## src/hw/rtl/tlc_pkg.sv

```systemverilog
// Shared types, constants and a helper function for the triangle local coordinates pipeline.
`timescale 1ns / 1ps

package tlc_pkg;

    // Half and full turn in Q10.22 degrees.
    localparam logic signed [36:0] HALF_TURN = 37'sd754974720;
    localparam logic signed [36:0] FULL_TURN = 37'sd1509949440;

    localparam logic [31:0] COORD_MAX = 32'h7FFF_FFFF;
    localparam logic [31:0] COORD_MIN = 32'h8000_0000;

    localparam int EPS_W = 16;

    // Unwrapped longitudes can drift several turns away from the raw range.
    typedef logic signed [35:0] lon_t;

    // Wrap front end: coordinates carried through the three wrap stages.
    typedef struct packed {
        logic signed [31:0] plon;
        logic signed [31:0] plat;
        logic signed [31:0] lat1;
        logic signed [31:0] lat2;
        logic signed [31:0] lat3;
        lon_t               lon1;
        lon_t               lon2;
        lon_t               lon3;
    } front_t;

    // Edge and point differences.
    typedef struct packed {
        logic signed [31:0] ctx;
        logic signed [31:0] cty;
        logic signed [32:0] cpx;
        logic signed [32:0] cpy;
        logic signed [31:0] dx;
        logic signed [32:0] dy;
    } diff_t;

    // Six partial products of the determinant and the numerators.
    typedef struct packed {
        logic signed [64:0] pa;
        logic signed [64:0] pb;
        logic signed [64:0] pc;
        logic signed [64:0] pd;
        logic signed [64:0] pe;
        logic signed [64:0] pf;
    } prod_t;

    // Determinant and numerators, exact in Q.44.
    typedef struct packed {
        logic signed [65:0] det;
        logic signed [65:0] numx;
        logic signed [65:0] numy;
    } sum_t;

    // Divider lane state: a shared divisor and, per lane, a remainder and a dividend/quotient shift word.
    typedef struct packed {
        logic [64:0] d;
        logic [64:0] rx;
        logic [31:0] qx;
        logic [64:0] ry;
        logic [31:0] qy;
        logic        negx;
        logic        negy;
        logic        ovfx;
        logic        ovfy;
        logic        degen;
    } div_t;

    // Bring v into [c - 180, c + 180) by whole turns.
    function automatic lon_t wrap_near(input lon_t v, input lon_t c);
        logic signed [36:0] t;
        t = 37'(v) - 37'(c) + HALF_TURN + 37'sd6 * FULL_TURN;
        if (t >= 37'sd8 * FULL_TURN) t = t - 37'sd8 * FULL_TURN;
        if (t >= 37'sd4 * FULL_TURN) t = t - 37'sd4 * FULL_TURN;
        if (t >= 37'sd2 * FULL_TURN) t = t - 37'sd2 * FULL_TURN;
        if (t >= FULL_TURN) t = t - FULL_TURN;
        return lon_t'(37'(c) - HALF_TURN + t);
    endfunction

endpackage

```

## src/hw/rtl/tlc_front.sv

```systemverilog
// Longitude unwrapping stages and difference stage.
`timescale 1ns / 1ps

module tlc_front (
    input  logic                clk,
    input  logic                rst_n,
    input  logic                adv,
    input  logic                in_beat,
    input  logic signed [31:0]  point_lon,
    input  logic signed [31:0]  point_lat,
    input  logic signed [31:0]  vertex1_lon,
    input  logic signed [31:0]  vertex1_lat,
    input  logic signed [31:0]  vertex2_lon,
    input  logic signed [31:0]  vertex2_lat,
    input  logic signed [31:0]  vertex3_lon,
    input  logic signed [31:0]  vertex3_lat,
    output logic                out_valid,
    output tlc_pkg::diff_t      out_data
);
    import tlc_pkg::*;

    logic   [3:0] valid_reg;
    front_t       s1_reg, s2_reg, s3_reg;
    front_t       s1_next, s2_next, s3_next;
    diff_t        s4_reg, s4_next;

    // Stage 1 unwraps vertex 1 around the point.
    always_comb
    begin
        s1_next.plon = point_lon;
        s1_next.plat = point_lat;
        s1_next.lat1 = vertex1_lat;
        s1_next.lat2 = vertex2_lat;
        s1_next.lat3 = vertex3_lat;
        s1_next.lon1 = wrap_near(lon_t'(vertex1_lon), lon_t'(point_lon));
        s1_next.lon2 = lon_t'(vertex2_lon);
        s1_next.lon3 = lon_t'(vertex3_lon);
    end

    // Stage 2 unwraps vertex 2 around vertex 1.
    always_comb
    begin
        s2_next = s1_reg;
        s2_next.lon2 = wrap_near(s1_reg.lon2, s1_reg.lon1);
    end

    // Stage 3 unwraps vertex 3 around vertex 2.
    always_comb
    begin
        s3_next = s2_reg;
        s3_next.lon3 = wrap_near(s2_reg.lon3, s2_reg.lon2);
    end

    // Stage 4 forms the edge and point differences.
    always_comb
    begin
        lon_t d21, d31, dp1;
        d21 = s3_reg.lon2 - s3_reg.lon1;
        d31 = s3_reg.lon3 - s3_reg.lon1;
        dp1 = lon_t'(s3_reg.plon) - s3_reg.lon1;
        s4_next.ctx = d21[31:0];
        s4_next.cty = d31[31:0];
        s4_next.dx  = dp1[31:0];
        s4_next.cpx = 33'(s3_reg.lat2) - 33'(s3_reg.lat1);
        s4_next.cpy = 33'(s3_reg.lat3) - 33'(s3_reg.lat1);
        s4_next.dy  = 33'(s3_reg.plat) - 33'(s3_reg.lat1);
    end

    // Valid bits travel with the data.
    always_ff @(posedge clk or negedge rst_n)
    begin
        if (!rst_n)
            valid_reg <= '0;
        else if (adv)
            valid_reg <= {valid_reg[2:0], in_beat};
    end

    always_ff @(posedge clk)
    begin
        if (adv)
        begin
            s1_reg <= s1_next;
            s2_reg <= s2_next;
            s3_reg <= s3_next;
            s4_reg <= s4_next;
        end
    end

    assign out_valid = valid_reg[3];
    assign out_data  = s4_reg;

endmodule

```

## config.mk

```make
export PLATFORM = sky130hd
export DESIGN_NAME = tlc_front
export DESIGN_NICKNAME = d
export VERILOG_FILES = /design/src/hw/rtl/tlc_pkg.sv /design/src/hw/rtl/tlc_front.sv
export SDC_FILE = /design/constraint.sdc
export NUM_CORES = 2
export LEC_CHECK = 0
export BUFFER_PORTS_ARGS = -buffer_cell sky130_fd_sc_hd__buf_2
export CORE_MARGIN = 1.5
export CORE_UTILIZATION = 60
export CTS_CLUSTER_SIZE = 14
export DETAILED_ROUTE_END_ITERATION = 16
export GPL_ROUTABILITY_DRIVEN = 0
export GPL_TIMING_DRIVEN = 1
export PLACE_DENSITY = 0.86
export SYNTH_ARGS = -nofsm -noshare
export SYNTH_HDL_FRONTEND = slang
export SYNTH_SLANG_ARGS = --single-unit
```

## constraint.sdc

```tcl
create_clock -name clk -period 22.4 [get_ports clk]
set_clock_uncertainty 0.15 [all_clocks]
set_input_delay 2.24 -clock clk [delete_from_list [all_inputs] [get_ports clk]]
set_output_delay 2.24 -clock clk [all_outputs]
set_load 0.03 [all_outputs]
```

== Word-level counts from Yosys, hierarchy flattened ==
Index checks and enable logic that the tools add are counted.
Word-level totals
  register bits: 975
  bits in latches: 0
  RAM bits: 0
  memory bits (read-only): 0
  memories kept: 0
Cells by class
  add/subtract/negate cells: 33
  $mul: 0
  div/mod/pow operators: 0
  magnitude comparators: 12
  equality and inequality tests: 0
  shift operators: 0
  mux-type cells: 12
  bitwise gates (word level): 0
  reductions and logical operators: 0
Operators by type and width (number)
  37-bit two-way mux: 9
  32-bit by 32-bit subtractor with 33-bit output: 4
  37-bit by 32-bit greater-or-equal comparator with 1-bit output, second input constant: 3
  37-bit by 33-bit greater-or-equal comparator with 1-bit output, second input constant: 3
  37-bit by 34-bit greater-or-equal comparator with 1-bit output, second input constant: 3
  37-bit by 33-bit subtractor with 37-bit output, second input constant: 3
  37-bit by 34-bit subtractor with 37-bit output, second input constant: 3
  32-bit subtractor: 3
  37-bit by 31-bit adder with 37-bit output, second input constant: 2
  37-bit by 35-bit adder with 37-bit output, second input constant: 2
  37-bit by 35-bit greater-or-equal comparator with 1-bit output, second input constant: 2
  32-bit by 36-bit subtractor with 37-bit output: 2
  37-bit by 35-bit subtractor with 37-bit output, second input constant: 2
  36-bit two-way mux: 2
  36-bit by 32-bit subtractor with 36-bit output, second input constant: 2
  36-bit by 35-bit subtractor with 37-bit output, second input constant: 1
  33-bit by 36-bit adder with 36-bit output: 1
  34-bit by 35-bit adder with 36-bit output, second input constant: 1
  36-bit adder: 1
  36-bit by 35-bit greater-or-equal comparator with 1-bit output, second input constant: 1
  36-bit by 31-bit subtractor with 36-bit output, second input constant: 1
  33-bit by 31-bit adder with 34-bit output, second input constant: 1
  32-bit by 31-bit subtractor with 33-bit output, second input constant: 1
  32-bit adder: 1
  3 further kinds: 3

== Depth between registers and ports, before layout ==
  depth in word-level cells: 12
  mapped depth: 51

== Least setup slack after synthesis ==
OpenSTA, ideal clock, no wires.
  path kind: input port to flip-flop
  from: in point_lon[2]
  to: reg s1_reg[107] (netlist name) (data pin)
  library setup time: 0.261 ns
  arrival time: 11.272 ns
  data required time: 21.989 ns
  path slack: 10.717 ns
  cell stages on the path: 50
  path through: inv_1 > ha_1 > ha_1 > a21o_1 > a21oi_1 > o31a_1 > o31a_1 > or3_1 > a21o_1 > and3_1 > clkbuf_1 > or4b_1 > o21a_1 > nor3_1 > nor2_1 > inv_1 > ha_1 > nor2b_1 > [14 not listed] > ha_1 > nor3_1 > mux2_2 > o21ai_1 > nand3_1 > o21ai_2 > xnor2_1 > ha_1 > inv_1 > ha_1 > nor2b_1 > o21a_1 > o21a_1 > nor2_1 > o21a_1 > o21a_1 > o21ai_0 > xnor2_1
RTL lines
  start, declared: line tlc_front.sv:9  | input logic signed [31:0] point_lon,
  end signal, assigned: line tlc_front.sv:82  | s1_reg <= s1_next;
  end, declared: line tlc_front.sv:23  | front_t s1_reg, s2_reg, s3_reg;

==> results.sh <==
export IMPL_outcome="complete, no violations"
export IMPL_fill_cells=6296
export IMPL_layout_min_cycle_time_ns=12.84
export IMPL_cpMaxStageDelayCell="nor4_1"
export IMPL_first_global_vias=38540
export IMPL_fin_tns_setup_ns=0
export IMPL_rsz0062_at_grt="false"
export IMPL_dieArea_sq_um=94650
export IMPL_start_kind="input pin"
export IMPL_hold_depth=0
export IMPL_grt_overflow_total=0
export IMPL_max_cap_violations=0
export IMPL_ys_types=114
export IMPL_synth_area_leader_cell="edfxtp_1"
export IMPL_cts_setup_buffers=0
export IMPL_synthArstFlopShare_pct=0.4103
export IMPL_root_buffer="clkbuf_16"
export IMPL_synth_edf_count=971
export IMPL_vias=40000
export IMPL_fin_crit_sh_pct=57.30
export IMPL_drt_drc_violations_left=0
export IMPL_drt_initial_drc_count=4226
export IMPL_cp_arrival_ns=13.13
export IMPL_port_buffers=455
export IMPL_critPathCaptureType="flip-flop"
export IMPL_dieHeight_um=307.7
export IMPL_coreArea_sq_um=91800
export IMPL_cts_tree="built"
export IMPL_routedWlPerCell_um=19.89
export IMPL_synth_nets=5629
export IMPL_cts_repair_resized=0
export IMPL_drive_gt1_share_pct=12.94
export IMPL_grt_start_max_net_pins=208
export IMPL_crit_path_frequent_cell="ha_1"
export IMPL_postCtsHoldBufs=0
export IMPL_dp_cells=6427
export IMPL_fin_nets=6162
export IMPL_critPathMaxFanout=9
export IMPL_grt_pass1_wl_um=202100
export IMPL_critical_path_class="input pin to flip-flop"
export IMPL_final_cells=6631
export IMPL_die_w_um=307.7
export IMPL_finalHoldViolCount=0
export IMPL_min_path_type="flip-flop to flip-flop"
export IMPL_synth_cells=4751
export IMPL_yosysWarnings=0
export IMPL_final_max_slew_violation_count=0
export IMPL_rows=111
export IMPL_worst_slew_pin_transition_ns=1.125
export IMPL_report_final_setup_viol=0
export IMPL_ys_flop_type="edfxtp_1"
export IMPL_synth_seq_area_share_pct=52.54
export IMPL_dp_hpwl_um=99100
export IMPL_htreeDepth=3
export IMPL_cts_buffer_depth=3
export IMPL_num_io_pins=456
export IMPL_max_slew_margin_pct=23.09
export IMPL_synth_top_area_share_pct=52.36
export IMPL_critical_path_max_stage_delay_ns=0.62
export IMPL_synth_seq_cells=975
export IMPL_firstDrtPassIters=8
export IMPL_syn_cell_area_sq_um=55690
export IMPL_clock_latency_ns=0.69
export IMPL_syn_avg_cell_area_sq_um=11.72
export IMPL_synth_area_top_cells="edfxtp_1, ha_1, xnor2_1, inv_1, nor2_1"
export IMPL_clk_pin_slew_worst_paths_ns=0.07
export IMPL_globalRouteTotalUtil_pct=27.17
export IMPL_clock_sinks=975
export IMPL_syn_to_final_growth_pct=12.48
export IMPL_antenna_found_initial=27
export IMPL_drtAntennaViolNets=0
export IMPL_initial_core_util_pct=60.66
export IMPL_cp_required_ns=22.69
export IMPL_via_per_inst=6.033
export IMPL_fmax_mhz=77.90
export IMPL_numCtsBuffers=98
export IMPL_r2r_cells=38
export IMPL_finalWirelength_um=131900
[final cells by class]
cell class | count | area (sq um) | share of cell area [%]
flip-flops and latches | 975 | 29260 | 46.71
multi-input cells | 3311 | 24670 | 39.38
clock buffers | 116 | 2520 | 4.023
repair buffers | 466 | 2395 | 3.823
inverters | 432 | 1622 | 2.589
well taps | 1243 | 1555 | 2.483
clock inverters | 62 | 556.8 | 0.8889
diodes | 26 | 65.06 | 0.1039
[metrics by stage]
step / instance area, sq um / util [%] / setup slack [ns] / hold slack, ns
after global placement: 59500 / 64.81 / 9.628 / 0.2502
final: 62640 / 68.23 / 9.564 / 0.2476
after global routing: 62640 / 68.23 / 8.716 / 0.2644
after detailed placement: 59500 / 64.81 / 9.151 / 0.2545
after CTS: 62580 / 68.16 / 9.854 / 0.2500
after floorplan: 55690 / - / 10.72 / 0.2503
[Yosys cell counts (53+ instances only)]
| master | number |
|---|---|
| o21bai_1 | 53 |
| nor2_1 | 377 |
| a21oi_1 | 245 |
| ha_1 | 606 |
| xor2_1 | 90 |
| nand2_1 | 255 |
| o21ai_0 | 211 |
| a21o_1 | 90 |
| inv_1 | 432 |
| xnor2_1 | 242 |
| edfxtp_1 | 971 |
| nor3_1 | 144 |
| nand3_1 | 101 |
| a21boi_0 | 77 |
[routing by layer]
metal / up-vias / GRT usage (%) / wire, um / share of wire (%)
met3: 326 / 4.411 / 10930 / 8.3
met2: 1814 / 44.77 / 62010 / 47
li1: 18910 / - / - / -
met5: - / 0 / 0 / 0
met4: 0 / 11.59 / 5680 / 4.3
met1: 18960 / 35.68 / 53300 / 40
[logic make-up (layout without fill, tap and decap cells)]
logic type	count (synthesis)	count (layout)	synth area share (%)
mux	43	43	0.7999
flops	975	975	52.54
other cells	0	26	0
simple gates	1204	1204	10.44
buf+inv	465	1076	3.163
compound gates	1109	1109	13.62
xor+xnor	337	337	5.390
fa+ha+maj	618	618	14.05
[layout by cell type, fill, tap and decap left out, types with 13 or more instances in the layout]
cell	n
nand2b_1	30
o21bai_1	53
a21o_1	90
nor2_1	377
a21oi_1	245
a211oi_1	39
or4_1	14
clkinv_2	15
o22ai_1	13
a21boi_0	77
and3_1	46
a31o_2	16
nor4_1	19
nand2_1	255
or3_1	51
xnor2_1	242
clkbuf_16	98
clkinv_1	22
nand3_1	101
o31ai_1	19
o21ai_0	211
nor2b_1	40
nand4_1	28
nor3_1	144
a31oi_1	49
and2_1	32
edfxtp_1	971
clkbuf_1	18
a2111oi_0	13
o211ai_1	42
o21a_1	51
mux2i_1	31
diode_2	26
ha_1	606
a211o_1	15
xor2_1	90
inv_1	432
o31a_1	19
buf_2	454
[worst paths after layout]
check,startpoint,end,slack [ns]
max,point_lon[10],s1_reg[107],9.56
min,s1_reg[267],s2_reg[267],0.25
max reg2reg,s1_reg[73],s2_reg[71],10.68
min reg2reg,s1_reg[267],s2_reg[267],0.25
max in group asynchronous,rst_n,valid_reg[1],20.79
min in group asynchronous,rst_n,valid_reg[2],1.20
[critical path: cells and delay by family]
kind | cells | cell delay, ns
simple gates | 13 | 2.71
fa+ha+maj | 7 | 2.02
mux | 1 | 0.29
compound gates | 22 | 5.08
buf+inv | 4 | 0.33
xor+xnor | 3 | 0.46
Power is not shown: default switching activity piles up to over one toggle a cycle in this logic, so the estimate is an artifact.
